**config.mk**
```make
export PLATFORM = sky130hd
export DESIGN_NAME = inverse_lens_distort_vertex
export DESIGN_NICKNAME = d
export VERILOG_FILES = /design/src/rtl/ild_pkg.sv /design/src/rtl/ild_mul.sv /design/src/rtl/ild_sqrt.sv /design/src/rtl/ild_div.sv /design/src/rtl/inverse_lens_distort_vertex.sv
export SDC_FILE = /design/constraint.sdc
export NUM_CORES = 2
export LEC_CHECK = 0
export BUFFER_PORTS_ARGS = -buffer_cell sky130_fd_sc_hd__buf_2
export CELL_PAD_IN_SITES_DETAIL_PLACEMENT = 0
export CELL_PAD_IN_SITES_GLOBAL_PLACEMENT = 1
export CORE_ASPECT_RATIO = 0.6
export CORE_UTILIZATION = 50
export CTS_CLUSTER_DIAMETER = 50
export DETAILED_ROUTE_END_ITERATION = 10
export MAX_ROUTING_LAYER = met4
export PLACE_DENSITY_LB_ADDON = 0.1
export SLEW_MARGIN = 20
export SYNTH_ARGS = -nofsm -noshare
export SYNTH_HDL_FRONTEND = slang
export SYNTH_HIERARCHICAL = 1
export SYNTH_SLANG_ARGS = --single-unit
export TNS_END_PERCENT = 1
```
**constraint.sdc**
```tcl
create_clock -name clk -period 12.55 [get_ports clk]
set_input_delay 2.51 -clock clk [delete_from_list [all_inputs] [get_ports clk]]
set_output_delay 2.51 -clock clk [all_outputs]
set_load 0.02 [all_outputs]
```
**src/rtl/ild_pkg.sv**
```systemverilog
// shared types, constants and helpers of the inverse lens distortion vertex block
`default_nettype none
package ild_pkg;

	localparam int MAX_ITERATIONS = 32;
	localparam int FRAC_W = 16;
	localparam int ITER_W = $clog2(MAX_ITERATIONS);

	localparam int MUL_A_W = 48;
	localparam int MUL_B_W = 32;
	localparam int PROD_W = MUL_A_W + MUL_B_W;
	localparam int MUL_DIGIT_W = 8;
	localparam int MUL_STEPS = MUL_B_W / MUL_DIGIT_W;

	localparam int SQ_IN_W = 40;
	localparam int SQ_OUT_W = SQ_IN_W / 2;
	localparam int DIV_D_W = 37;
	localparam int DIV_Q_W = 2 * FRAC_W + 1;

	localparam int INNER_W = 38;
	localparam logic signed [63:0] INNER_LIMIT = 64'sd1 <<< 36;
	localparam logic signed [63:0] OUT_MAX = (64'sd1 <<< 18) - 64'sd1;
	localparam logic signed [63:0] OUT_MIN = -(64'sd1 <<< 18);

	localparam logic [2:0] REG_K0 = 3'd0;
	localparam logic [2:0] REG_K1 = 3'd1;
	localparam logic [2:0] REG_K2 = 3'd2;
	localparam logic [2:0] REG_K3 = 3'd3;
	localparam logic [2:0] REG_LENS_OFFSET = 3'd4;
	localparam logic [2:0] REG_EYE_ASPECT = 3'd5;
	localparam logic [2:0] REG_INV_EYE_ASPECT = 3'd6;
	localparam logic [2:0] REG_TOLERANCE = 3'd7;

	typedef enum logic [4:0] {
		ST_IDLE, ST_RY, ST_RXSQ, ST_RYSQ, ST_SQRT, ST_MID, ST_MIDSQ,
		ST_H2, ST_H1, ST_H0, ST_GOT, ST_CHECK, ST_DIV, ST_OX, ST_OYA, ST_OYB, ST_FIN
	} state_t;

	typedef struct packed {
		logic start;
		logic signed [MUL_A_W-1:0] a;
		logic signed [MUL_B_W-1:0] b;
	} mul_req_t;

	typedef struct packed {
		logic done;
		logic signed [PROD_W-1:0] prod;
	} mul_rsp_t;

	// product scaled down by the fraction bits, truncated toward zero
	function automatic logic signed [63:0] fx_shift(input logic signed [PROD_W-1:0] p);
		logic signed [PROD_W-1:0] q;
		q = p >>> FRAC_W;
		if (p[PROD_W-1] && (|p[FRAC_W-1:0]))
			q = q + PROD_W'(1);
		return q[63:0];
	endfunction

	function automatic logic signed [INNER_W-1:0] clamp_inner(input logic signed [63:0] v);
		logic signed [63:0] c;
		c = v;
		if (v > INNER_LIMIT)
			c = INNER_LIMIT;
		else if (v < -INNER_LIMIT)
			c = -INNER_LIMIT;
		return c[INNER_W-1:0];
	endfunction

endpackage
`default_nettype wire

```
**src/rtl/ild_mul.sv**
```systemverilog
// shared signed multiplier, one eight-bit digit of the second operand per cycle
`default_nettype none
module ild_mul (
	input  wire logic clk,
	input  wire logic arst_n,
	input  wire ild_pkg::mul_req_t req,
	output ild_pkg::mul_rsp_t rsp
);

	logic signed [ild_pkg::MUL_A_W-1:0] a_q;
	logic [ild_pkg::MUL_B_W-1:0] bmag_q;
	logic neg_q;
	logic signed [ild_pkg::PROD_W-1:0] acc_q;
	logic [$clog2(ild_pkg::MUL_STEPS)-1:0] cnt_q;
	logic busy_q;
	logic done_q;
	logic [ild_pkg::MUL_B_W-1:0] bneg;
	logic signed [ild_pkg::MUL_A_W+ild_pkg::MUL_DIGIT_W:0] pp;

	assign bneg = ild_pkg::MUL_B_W'(-req.b);
	assign pp = a_q * $signed({1'b0, bmag_q[ild_pkg::MUL_B_W-1 -: ild_pkg::MUL_DIGIT_W]});

	always_ff @(posedge clk or negedge arst_n) begin
		if (!arst_n) begin
			busy_q <= 1'b0;
			done_q <= 1'b0;
			cnt_q <= '0;
		end else begin
			done_q <= 1'b0;
			if (req.start) begin
				busy_q <= 1'b1;
				cnt_q <= '0;
			end else if (busy_q) begin
				cnt_q <= cnt_q + 1'b1;
				if (cnt_q == ($clog2(ild_pkg::MUL_STEPS))'(ild_pkg::MUL_STEPS - 1)) begin
					busy_q <= 1'b0;
					done_q <= 1'b1;
				end
			end
		end
	end

	always_ff @(posedge clk) begin
		if (req.start) begin
			a_q <= req.a;
			bmag_q <= req.b[ild_pkg::MUL_B_W-1] ? bneg : req.b;
			neg_q <= req.b[ild_pkg::MUL_B_W-1];
			acc_q <= '0;
		end else if (busy_q) begin
			acc_q <= (acc_q <<< ild_pkg::MUL_DIGIT_W)
				+ {{(ild_pkg::PROD_W-ild_pkg::MUL_A_W-ild_pkg::MUL_DIGIT_W-1){pp[$high(pp)]}}, pp};
			bmag_q <= bmag_q << ild_pkg::MUL_DIGIT_W;
		end
	end

	assign rsp.done = done_q;
	assign rsp.prod = neg_q ? -acc_q : acc_q;

endmodule
`default_nettype wire

```
**src/rtl/ild_sqrt.sv**
```systemverilog
// integer square root, two radicand bits per cycle
`default_nettype none
module ild_sqrt (
	input  wire logic clk,
	input  wire logic arst_n,
	input  wire logic start,
	input  wire logic [ild_pkg::SQ_IN_W-1:0] radicand,
	output logic done,
	output logic [ild_pkg::SQ_OUT_W-1:0] root
);

	logic [ild_pkg::SQ_IN_W-1:0] v_q;
	logic [ild_pkg::SQ_OUT_W+2:0] rem_q;
	logic [ild_pkg::SQ_OUT_W-1:0] root_q;
	logic [$clog2(ild_pkg::SQ_OUT_W)-1:0] cnt_q;
	logic busy_q;
	logic done_q;
	logic [ild_pkg::SQ_OUT_W+2:0] rem_sh;
	logic [ild_pkg::SQ_OUT_W+2:0] trial;

	assign rem_sh = {rem_q[ild_pkg::SQ_OUT_W:0], v_q[ild_pkg::SQ_IN_W-1 -: 2]};
	assign trial = {1'b0, root_q, 2'b01};

	always_ff @(posedge clk or negedge arst_n) begin
		if (!arst_n) begin
			busy_q <= 1'b0;
			done_q <= 1'b0;
			cnt_q <= '0;
		end else begin
			done_q <= 1'b0;
			if (start) begin
				busy_q <= 1'b1;
				cnt_q <= '0;
			end else if (busy_q) begin
				cnt_q <= cnt_q + 1'b1;
				if (cnt_q == ($clog2(ild_pkg::SQ_OUT_W))'(ild_pkg::SQ_OUT_W - 1)) begin
					busy_q <= 1'b0;
					done_q <= 1'b1;
				end
			end
		end
	end

	always_ff @(posedge clk) begin
		if (start) begin
			v_q <= radicand;
			rem_q <= '0;
			root_q <= '0;
		end else if (busy_q) begin
			v_q <= v_q << 2;
			if (rem_sh >= trial) begin
				rem_q <= rem_sh - trial;
				root_q <= {root_q[ild_pkg::SQ_OUT_W-2:0], 1'b1};
			end else begin
				rem_q <= rem_sh;
				root_q <= {root_q[ild_pkg::SQ_OUT_W-2:0], 1'b0};
			end
		end
	end

	assign done = done_q;
	assign root = root_q;

endmodule
`default_nettype wire

```
**src/rtl/ild_div.sv**
```systemverilog
// restoring divider for the reciprocal of the scale, one quotient bit per cycle
`default_nettype none
module ild_div (
	input  wire logic clk,
	input  wire logic arst_n,
	input  wire logic start,
	input  wire logic [ild_pkg::DIV_D_W-1:0] divisor,
	output logic done,
	output logic [ild_pkg::DIV_Q_W-1:0] quotient
);

	logic [ild_pkg::DIV_Q_W-1:0] dvd_q;
	logic [ild_pkg::DIV_D_W-1:0] d_q;
	logic [ild_pkg::DIV_D_W-1:0] rem_q;
	logic [ild_pkg::DIV_Q_W-1:0] q_q;
	logic [$clog2(ild_pkg::DIV_Q_W)-1:0] cnt_q;
	logic busy_q;
	logic done_q;
	logic [ild_pkg::DIV_D_W:0] rem_sh;
	logic [ild_pkg::DIV_D_W:0] rem_sub;

	assign rem_sh = {rem_q, dvd_q[ild_pkg::DIV_Q_W-1]};
	assign rem_sub = rem_sh - {1'b0, d_q};

	always_ff @(posedge clk or negedge arst_n) begin
		if (!arst_n) begin
			busy_q <= 1'b0;
			done_q <= 1'b0;
			cnt_q <= '0;
		end else begin
			done_q <= 1'b0;
			if (start) begin
				busy_q <= 1'b1;
				cnt_q <= '0;
			end else if (busy_q) begin
				cnt_q <= cnt_q + 1'b1;
				if (cnt_q == ($clog2(ild_pkg::DIV_Q_W))'(ild_pkg::DIV_Q_W - 1)) begin
					busy_q <= 1'b0;
					done_q <= 1'b1;
				end
			end
		end
	end

	// dividend is one in Q.32, a single set top bit
	always_ff @(posedge clk) begin
		if (start) begin
			dvd_q <= {1'b1, {(ild_pkg::DIV_Q_W-1){1'b0}}};
			d_q <= divisor;
			rem_q <= '0;
			q_q <= '0;
		end else if (busy_q) begin
			dvd_q <= dvd_q << 1;
			if (rem_sh >= {1'b0, d_q}) begin
				rem_q <= rem_sub[ild_pkg::DIV_D_W-1:0];
				q_q <= {q_q[ild_pkg::DIV_Q_W-2:0], 1'b1};
			end else begin
				rem_q <= rem_sh[ild_pkg::DIV_D_W-1:0];
				q_q <= {q_q[ild_pkg::DIV_Q_W-2:0], 1'b0};
			end
		end
	end

	assign done = done_q;
	assign quotient = q_q;

endmodule
`default_nettype wire

```
**src/rtl/inverse_lens_distort_vertex.sv**
```systemverilog
// top level: config registers, sequencer and datapath of the inverse lens distortion
// Inverse radial lens distortion of one mesh vertex.
// Input channel (in_valid/in_ready) carries pos_x, pos_y (signed Q2.16) and eye.
// Output channel (out_valid/out_ready) carries out_x, out_y (signed Q3.16),
// not_converged and saturated; one result per input transfer.
// Registers are written through wr_en/wr_index/wr_data; the user must write them
// only while idle; the block itself does not enforce this. The bisection tries up to
// 32 midpoints and stops at the first that meets the tolerance; a zero scale skips
// the divider. Each bisection step runs five products through the shared multiplier,
// which retires eight bits of its second operand per cycle; the square root comes
// before the bisection and the reciprocal divider after it. in_ready is high only
// while the sequencer is idle, so an item is taken only after the last one has
// reached the output register.
// Results sit in an output register; the next item is taken while it waits. If the
// receiver stalls, a finished item holds in the last state until the register frees.
// Reset restores the register defaults and empties the output register.
`default_nettype none
module inverse_lens_distort_vertex (
	input  wire logic clk,
	input  wire logic arst_n,
	input  wire logic in_valid,
	output logic in_ready,
	input  wire logic signed [17:0] pos_x,
	input  wire logic signed [17:0] pos_y,
	input  wire logic eye,
	output logic out_valid,
	input  wire logic out_ready,
	output logic signed [18:0] out_x,
	output logic signed [18:0] out_y,
	output logic not_converged,
	output logic saturated,
	input  wire logic wr_en,
	input  wire logic [2:0] wr_index,
	input  wire logic [19:0] wr_data
);

	logic signed [19:0] k0_q, k1_q, k2_q, k3_q;
	logic signed [17:0] lens_offset_q;
	logic [16:0] eye_aspect_q;
	logic [17:0] inv_eye_aspect_q;
	logic [15:0] tolerance_q;

	ild_pkg::state_t state_q, state_d;
	logic pend_q;

	logic signed [18:0] off_q;
	logic signed [18:0] rx_q;
	logic signed [17:0] py_q;
	logic signed [19:0] ry_q;
	logic [39:0] sumsq_q;
	logic [19:0] r_q;
	logic [20:0] lo_q, hi_q, mid_q;
	logic [25:0] rsq_q;
	logic signed [ild_pkg::INNER_W-1:0] t_q;
	logic signed [42:0] got_q;
	logic [ild_pkg::ITER_W-1:0] iter_q;
	logic nc_q;
	logic signed [ild_pkg::INNER_W-1:0] inv_q;
	logic signed [40:0] ox_q;
	logic signed [40:0] t1_q;
	logic signed [41:0] oy_q;

	logic signed [18:0] out_x_q, out_y_q;
	logic nc_out_q, sat_out_q, out_valid_q;

	ild_pkg::mul_req_t mul_req;
	ild_pkg::mul_rsp_t mul_rsp;
	logic sq_start, sq_done;
	logic [ild_pkg::SQ_OUT_W-1:0] sq_root;
	logic div_start, div_done;
	logic [ild_pkg::DIV_Q_W-1:0] div_q;

	logic mul_state;
	logic signed [63:0] fx;
	logic signed [18:0] off_in;
	logic signed [43:0] diff;
	logic [43:0] adiff;
	logic conv;
	logic [20:0] mid_d;
	logic [ild_pkg::INNER_W-1:0] tmag;
	logic out_free;
	logic signed [63:0] ox_w, oy_w;
	logic signed [63:0] cx, cy;

	assign in_ready = (state_q == ild_pkg::ST_IDLE);
	assign out_free = !out_valid_q || out_ready;
	assign fx = ild_pkg::fx_shift(mul_rsp.prod);
	assign off_in = eye ? 19'(lens_offset_q) : -19'(lens_offset_q);
	assign diff = 44'(got_q) - 44'(signed'({1'b0, r_q}));
	assign adiff = diff[43] ? 44'(-diff) : 44'(diff);
	assign conv = adiff < 44'(tolerance_q);
	assign mid_d = lo_q + ((hi_q - lo_q) >> 1);
	assign tmag = t_q[ild_pkg::INNER_W-1] ? ild_pkg::INNER_W'(-t_q) : ild_pkg::INNER_W'(t_q);
	assign ox_w = 64'(ox_q);
	assign oy_w = 64'(oy_q);
	assign cx = (ox_w > ild_pkg::OUT_MAX) ? ild_pkg::OUT_MAX
		: ((ox_w < ild_pkg::OUT_MIN) ? ild_pkg::OUT_MIN : ox_w);
	assign cy = (oy_w > ild_pkg::OUT_MAX) ? ild_pkg::OUT_MAX
		: ((oy_w < ild_pkg::OUT_MIN) ? ild_pkg::OUT_MIN : oy_w);

	ild_mul u_mul (
		.clk(clk),
		.arst_n(arst_n),
		.req(mul_req),
		.rsp(mul_rsp)
	);

	ild_sqrt u_sqrt (
		.clk(clk),
		.arst_n(arst_n),
		.start(sq_start),
		.radicand(sumsq_q),
		.done(sq_done),
		.root(sq_root)
	);

	ild_div u_div (
		.clk(clk),
		.arst_n(arst_n),
		.start(div_start),
		.divisor(tmag[ild_pkg::DIV_D_W-1:0]),
		.done(div_done),
		.quotient(div_q)
	);

	// config registers
	always_ff @(posedge clk or negedge arst_n) begin
		if (!arst_n) begin
			k0_q <= 20'sd65536;
			k1_q <= '0;
			k2_q <= '0;
			k3_q <= '0;
			lens_offset_q <= '0;
			eye_aspect_q <= 17'd65536;
			inv_eye_aspect_q <= 18'd65536;
			tolerance_q <= 16'd1;
		end else if (wr_en) begin
			unique case (wr_index)
				ild_pkg::REG_K0: k0_q <= wr_data;
				ild_pkg::REG_K1: k1_q <= wr_data;
				ild_pkg::REG_K2: k2_q <= wr_data;
				ild_pkg::REG_K3: k3_q <= wr_data;
				ild_pkg::REG_LENS_OFFSET: lens_offset_q <= wr_data[17:0];
				ild_pkg::REG_EYE_ASPECT: eye_aspect_q <= wr_data[16:0];
				ild_pkg::REG_INV_EYE_ASPECT: inv_eye_aspect_q <= wr_data[17:0];
				ild_pkg::REG_TOLERANCE: tolerance_q <= wr_data[15:0];
				default: ;
			endcase
		end
	end

	always_ff @(posedge clk or negedge arst_n) begin
		if (!arst_n) begin
			state_q <= ild_pkg::ST_IDLE;
			pend_q <= 1'b0;
		end else begin
			state_q <= state_d;
			if (mul_req.start || sq_start || div_start)
				pend_q <= 1'b1;
			else if (mul_rsp.done || sq_done || div_done)
				pend_q <= 1'b0;
		end
	end

	always_comb begin
		state_d = state_q;
		mul_state = 1'b0;
		mul_req.a = '0;
		mul_req.b = '0;
		sq_start = 1'b0;
		div_start = 1'b0;
		unique case (state_q)
			ild_pkg::ST_IDLE: begin
				if (in_valid)
					state_d = ild_pkg::ST_RY;
			end
			ild_pkg::ST_RY: begin
				mul_state = 1'b1;
				mul_req.a = 48'(py_q);
				mul_req.b = 32'(signed'({1'b0, inv_eye_aspect_q}));
				if (mul_rsp.done)
					state_d = ild_pkg::ST_RXSQ;
			end
			ild_pkg::ST_RXSQ: begin
				mul_state = 1'b1;
				mul_req.a = 48'(rx_q);
				mul_req.b = 32'(rx_q);
				if (mul_rsp.done)
					state_d = ild_pkg::ST_RYSQ;
			end
			ild_pkg::ST_RYSQ: begin
				mul_state = 1'b1;
				mul_req.a = 48'(ry_q);
				mul_req.b = 32'(ry_q);
				if (mul_rsp.done)
					state_d = ild_pkg::ST_SQRT;
			end
			ild_pkg::ST_SQRT: begin
				sq_start = !pend_q;
				if (sq_done)
					state_d = ild_pkg::ST_MID;
			end
			ild_pkg::ST_MID: begin
				state_d = ild_pkg::ST_MIDSQ;
			end
			ild_pkg::ST_MIDSQ: begin
				mul_state = 1'b1;
				mul_req.a = 48'(signed'({1'b0, mid_q}));
				mul_req.b = 32'(signed'({1'b0, mid_q}));
				if (mul_rsp.done)
					state_d = ild_pkg::ST_H2;
			end
			ild_pkg::ST_H2, ild_pkg::ST_H1, ild_pkg::ST_H0: begin
				mul_state = 1'b1;
				mul_req.a = 48'(t_q);
				mul_req.b = 32'(signed'({1'b0, rsq_q}));
				if (mul_rsp.done) begin
					if (state_q == ild_pkg::ST_H2)
						state_d = ild_pkg::ST_H1;
					else if (state_q == ild_pkg::ST_H1)
						state_d = ild_pkg::ST_H0;
					else
						state_d = ild_pkg::ST_GOT;
				end
			end
			ild_pkg::ST_GOT: begin
				mul_state = 1'b1;
				mul_req.a = 48'(t_q);
				mul_req.b = 32'(signed'({1'b0, mid_q}));
				if (mul_rsp.done)
					state_d = ild_pkg::ST_CHECK;
			end
			ild_pkg::ST_CHECK: begin
				if (conv || iter_q == ild_pkg::ITER_W'(ild_pkg::MAX_ITERATIONS - 1))
					state_d = (t_q == '0) ? ild_pkg::ST_OX : ild_pkg::ST_DIV;
				else
					state_d = ild_pkg::ST_MID;
			end
			ild_pkg::ST_DIV: begin
				div_start = !pend_q;
				if (div_done)
					state_d = ild_pkg::ST_OX;
			end
			ild_pkg::ST_OX: begin
				mul_state = 1'b1;
				mul_req.a = 48'(inv_q);
				mul_req.b = 32'(rx_q);
				if (mul_rsp.done)
					state_d = ild_pkg::ST_OYA;
			end
			ild_pkg::ST_OYA: begin
				mul_state = 1'b1;
				mul_req.a = 48'(inv_q);
				mul_req.b = 32'(ry_q);
				if (mul_rsp.done)
					state_d = ild_pkg::ST_OYB;
			end
			ild_pkg::ST_OYB: begin
				mul_state = 1'b1;
				mul_req.a = 48'(t1_q);
				mul_req.b = 32'(signed'({1'b0, eye_aspect_q}));
				if (mul_rsp.done)
					state_d = ild_pkg::ST_FIN;
			end
			ild_pkg::ST_FIN: begin
				if (out_free)
					state_d = ild_pkg::ST_IDLE;
			end
			default: state_d = ild_pkg::ST_IDLE;
		endcase
		mul_req.start = mul_state && !pend_q;
	end

	// datapath
	always_ff @(posedge clk) begin
		unique case (state_q)
			ild_pkg::ST_IDLE: begin
				if (in_valid) begin
					off_q <= off_in;
					rx_q <= 19'(pos_x) + off_in;
					py_q <= pos_y;
				end
			end
			ild_pkg::ST_RY: if (mul_rsp.done) ry_q <= fx[19:0];
			ild_pkg::ST_RXSQ: if (mul_rsp.done) sumsq_q <= mul_rsp.prod[39:0];
			ild_pkg::ST_RYSQ: if (mul_rsp.done) sumsq_q <= sumsq_q + mul_rsp.prod[39:0];
			ild_pkg::ST_SQRT: begin
				if (sq_done) begin
					r_q <= sq_root;
					lo_q <= '0;
					hi_q <= {sq_root, 1'b0};
					iter_q <= '0;
				end
			end
			ild_pkg::ST_MID: begin
				mid_q <= mid_d;
				t_q <= ild_pkg::INNER_W'(k3_q);
			end
			ild_pkg::ST_MIDSQ: if (mul_rsp.done) rsq_q <= fx[25:0];
			ild_pkg::ST_H2: if (mul_rsp.done) t_q <= ild_pkg::clamp_inner(64'(k2_q) + fx);
			ild_pkg::ST_H1: if (mul_rsp.done) t_q <= ild_pkg::clamp_inner(64'(k1_q) + fx);
			ild_pkg::ST_H0: if (mul_rsp.done) t_q <= ild_pkg::clamp_inner(64'(k0_q) + fx);
			ild_pkg::ST_GOT: if (mul_rsp.done) got_q <= fx[42:0];
			ild_pkg::ST_CHECK: begin
				nc_q <= !conv;
				inv_q <= ild_pkg::INNER_W'(ild_pkg::INNER_LIMIT);
				if (!conv) begin
					if (diff[43])
						lo_q <= mid_q;
					else
						hi_q <= mid_q;
					iter_q <= iter_q + 1'b1;
				end
			end
			ild_pkg::ST_DIV: begin
				if (div_done)
					inv_q <= t_q[ild_pkg::INNER_W-1]
						? -ild_pkg::INNER_W'(div_q) : ild_pkg::INNER_W'(div_q);
			end
			ild_pkg::ST_OX: if (mul_rsp.done) ox_q <= 41'(fx) - 41'(off_q);
			ild_pkg::ST_OYA: if (mul_rsp.done) t1_q <= fx[40:0];
			ild_pkg::ST_OYB: if (mul_rsp.done) oy_q <= fx[41:0];
			default: ;
		endcase
	end

	// output register
	always_ff @(posedge clk or negedge arst_n) begin
		if (!arst_n)
			out_valid_q <= 1'b0;
		else if (state_q == ild_pkg::ST_FIN && out_free)
			out_valid_q <= 1'b1;
		else if (out_ready)
			out_valid_q <= 1'b0;
	end

	always_ff @(posedge clk) begin
		if (state_q == ild_pkg::ST_FIN && out_free) begin
			out_x_q <= cx[18:0];
			out_y_q <= cy[18:0];
			nc_out_q <= nc_q;
			sat_out_q <= (cx != ox_w) || (cy != oy_w);
		end
	end

	assign out_valid = out_valid_q;
	assign out_x = out_x_q;
	assign out_y = out_y_q;
	assign not_converged = nc_out_q;
	assign saturated = sat_out_q;

endmodule
`default_nettype wire

```
==> run summary <==
The flow ran to the end, but the final reports show violations. The final reports fail on design-rule violations. The capturing element type of the critical path is a register.

The total congestion overflow after global routing came out at 0. Registers take 28420 um^2. At the worst endpoint, the arrival time is 12.47 ns. Cell with the largest stage delay on the worst path: xnor2_1. The largest single stage delay on the critical path is 0.87 ns. Dividing the synthesized area by the synthesized cell count gives 9.157 um^2. The final route contains 78170 vias. The first detailed-routing pass ran for 11 iterations. In the layout the commonest cells are nand2_1 (855), inv_1 (731), edfxtp_1 (672). The top flip-flop cell by instance count after synthesis is edfxtp_1.

For this design, the CTS-stage hold fixing added 0 buffers. The initial cell density of the core was 50.35%. The floorplan step defined a die boundary enclosing 178500 um^2. The measured slew at the worst slew-check pin was 1.326 ns. The number of nets in the layout was 10610; the number of flops mapped to enable cells by yosys was 672.

The maximum number of pins on one net before global-route repair is 79, and the die height is 327.7 um. The total met3 wirelength after detailed routing was 46.87 mm. Clock latency on the worst-skew pair, taken at its later pin, is 0.80 ns. Measured against its own limit, the worst slew margin works out to 11.18%.

The post-route clock skew was 0.1050 ns; the fraction of synthesized area in multiplexers was 4.050%. In this run, synthesis produced a sequential element count of 1039. Counting along the longest clock path gives a buffer depth of 3. Number of slew-limit violations in the final report: 0. The post-route clock period utilization is 95.14%. The first global-routing pass estimated 486.7 mm of wire.

The complex-gate fraction of the synthesized area was 18.73%. Fill cells in the final layout number 15920. The worst setup path is launched from a register.

The tools report the setup fix buffers added after clock tree synthesis as 0. TritonCTS built the clock tree. Counting every net in the synthesized netlist gives 10640.

Summing the areas of all and, or, nand and nor instances in the mapped netlist gives 16.86% of the synthesized area. The count of final hold-check violations is 0. Row generation in the floorplan step produced 119 rows. Of the total synthesized cell area, the portion taken by full adders, half adders and majority gates is 15.71%. The count of nets left with antenna violations once routing finished came out at 0.

The number of global-route vias before repair came out at 70100. For the initial antenna violation count, the log shows 33. For the core box area, the log shows 175500 um^2. In the final timing run, aggregate negative setup slack is 0 ns.

After synthesis, the largest family of logic cells by area is compound AO/OA/AOI/OAI gates. Leaving out fill and tap cells, the most frequent cell in the layout is nand2_1. Of all flip-flops after synthesis, the portion carrying an async set or reset was 16.84%. The share of the synthesized area in the top cell type was 22.83%. The area added between synthesis and finish was 8.441%; the synthesized-area fraction occupied by xor and xnor cells was 7.482%. The buffer cell driving the clock tree root is clkbuf_16. The logs give 83.75 MHz for the maximum clock rate and 264.5 mm for the HPWL after detailed placement. After layout, the minimum clock period comes to 11.94 ns. The H-tree generated during clock tree synthesis spans 3 levels.

For this block, the initial DRC count from the detailed router was 11070. The required time at the worst-slack endpoint was 13.08 ns; the overall die width was 544.8 um. Type of the worst min-delay path: reg2reg. Using the TritonRoute via totals, the vias-per-cell ratio works out to 6.458. The footprint of the multi-input gates was 55940 um^2; the detailed-routed wire length on met2 was 118.0 mm.

The tree built by TritonCTS fans out to 1039 sinks. The tools report the number of buffers created by CTS as 115. The detailed router put a total of 164.3 mm of wire on met1. The logs give 1.043 for the final weighted congestion of routability-driven global placement and 88380 um^2 for the post-synth design cell area.

The number of gates resized after CTS was 0. Synthesis produced 9652 cells. Of the cells placed in the final design, the portion with a size suffix greater than 1 is 8.621%.

Number of remaining DRC errors: 7. Setup repair after global routing left no endpoint under its margin. After clock tree synthesis, the clock-pin slew on the worst setup and hold paths is 0.07 ns. Max-cap violations in this run came to 0.

The number of buffers added on ports is 106. The uppermost layer routed is met4. Setup violations remaining at the end of the flow were counted as 0.

Global routing used 37.93% of the available tracks. The type of the worst setup path is reg2reg. The synthesized netlist contains 123 unique library cells. The final layout contains routed wiring with a total length of 335.4 mm. Of all nets on the critical path, the largest fanout is 36. The routed wire length per instance is 27.71 um. For this run, the number of Yosys warnings is 6. The library cell appearing most often on the critical path was nand3_1. Number of primary I/O pins: 107.

The cell type with the largest total area after synthesis was edfxtp_1. In the post-synthesis netlist, the biggest area contributors are edfxtp_1 (23%), ha_1 (8.8%), fa_1 (6.9%). The share of the yosys chip area belonging to registers is 32.14%.
[metal layers]
metal  GRT usage [%]  vias to the layer above
met4           7.113                        0
met1           61.22                    38430
met2           43.46                     4398
met3           12.62                      364
met5               -                        -
li1                -                    34980
[cells by family after synthesis]
logic type,Yosys count
flip-flops,1039
buffers and inverters,1145
multiplexers,334
XOR/XNOR,755
AND/OR/NAND/NOR,2981
AO/OA/AOI/OAI,2471
adder cells (fa/ha/maj),927
[cells in the mapped netlist, types with 25 or more instances]
cell	instances
a211oi_1	102
nand2_1	857
o41ai_1	33
a31oi_1	86
o21ai_1	29
nor2_1	621
dfxtp_1	192
nor4_1	79
nor3_1	136
a21boi_0	27
dfrtp_1	171
nand3_1	261
and3_1	114
a21o_1	296
ha_1	622
xor2_1	282
o21a_1	93
o22ai_1	25
a22oi_1	25
mux2i_1	145
o21bai_1	109
mux2_2	189
a221o_1	27
nand2b_1	78
o211ai_1	73
clkbuf_1	350
or4_1	51
nand4_1	166
inv_1	731
a222oi_1	75
and4_1	32
nor2b_1	61
and2_1	283
or3_1	86
edfxtp_1	672
o31ai_1	111
fa_1	305
o21ai_0	489
a21oi_1	592
or2_2	41
xnor2_1	473
[flip-flops by register name, summed over array words and instances, names as in the netlist, 26 cells and up]
| name | cells |
|---|---|
| got_q | 43 |
| inv_q | 38 |
| ox_q | 41 |
| oy_q | 42 |
| rsq_q | 26 |
| sumsq_q | 40 |
| t1_q | 41 |
| t_q | 38 |
| u_div/d_q | 37 |
| u_div/quotient | 33 |
| u_div/rem_q | 37 |
| u_mul/a_q | 48 |
| u_mul/acc_q | 80 |
| u_mul/bmag_q | 32 |
| u_sqrt/v_q | 40 |
[worst max-delay path, delay by kind of cell, from the launching register on]
| family | cells | cell delay, ns |
|---|---|---|
| compound gates | 13 | 3.22 |
| xor+xnor | 2 | 1.06 |
| fa+ha+maj | 1 | 0.48 |
| buf+inv | 2 | 0.60 |
| flops | 1 | 0.39 |
| simple gates | 19 | 5.90 |
[final timing paths]
path                            startpoint             endpoint  slack, ns  cells after the start
min in group asynchronous           arst_n  inv_eye_aspect_q[8]       1.67                      1
hold / removal             u_sqrt/rem_q[0]      u_sqrt/rem_q[0]       0.48                      2
setup / recovery           u_mul/acc_q[11]              t_q[21]       0.61                     37
setup reg to reg           u_mul/acc_q[11]              t_q[21]       0.61                     37
max in group asynchronous           arst_n              k3_q[4]       8.99                      3
hold reg to reg            u_sqrt/rem_q[0]      u_sqrt/rem_q[0]       0.48                      2
[per-stage QoR]
step / instance area (um^2) / worst slack, ns / hold slack, ns / util, % / cells
CTS: 95760 / 0.6606 / 0.4746 / 54.55 / 12080
global route: 95810 / 0.05117 / 0.4943 / 54.58 / 12090
global placement: 91690 / 1.068 / 0.4578 / 52.23 / 11860
floorplan: 88380 / 3.080 / 0.4003 / - / 9652
finish: 95840 / 0.6098 / 0.4752 / 54.60 / 12100
detailed placement: 91750 / 0.7821 / 0.4644 / 52.27 / 11860
[layout make-up]
type	count	share of cell area, %
clock buffers	157	3.424
diodes	24	0.06266
multi-input cells	7468	58.37
flip-flops and latches	1039	29.65
repair buffers	261	1.777
well taps	2359	3.080
inverters	734	2.875
clock inverters	62	0.7650
Power is left out: the tool's default activity adds up to more than one toggle a clock period on the data nets, which glitch-free logic cannot reach.
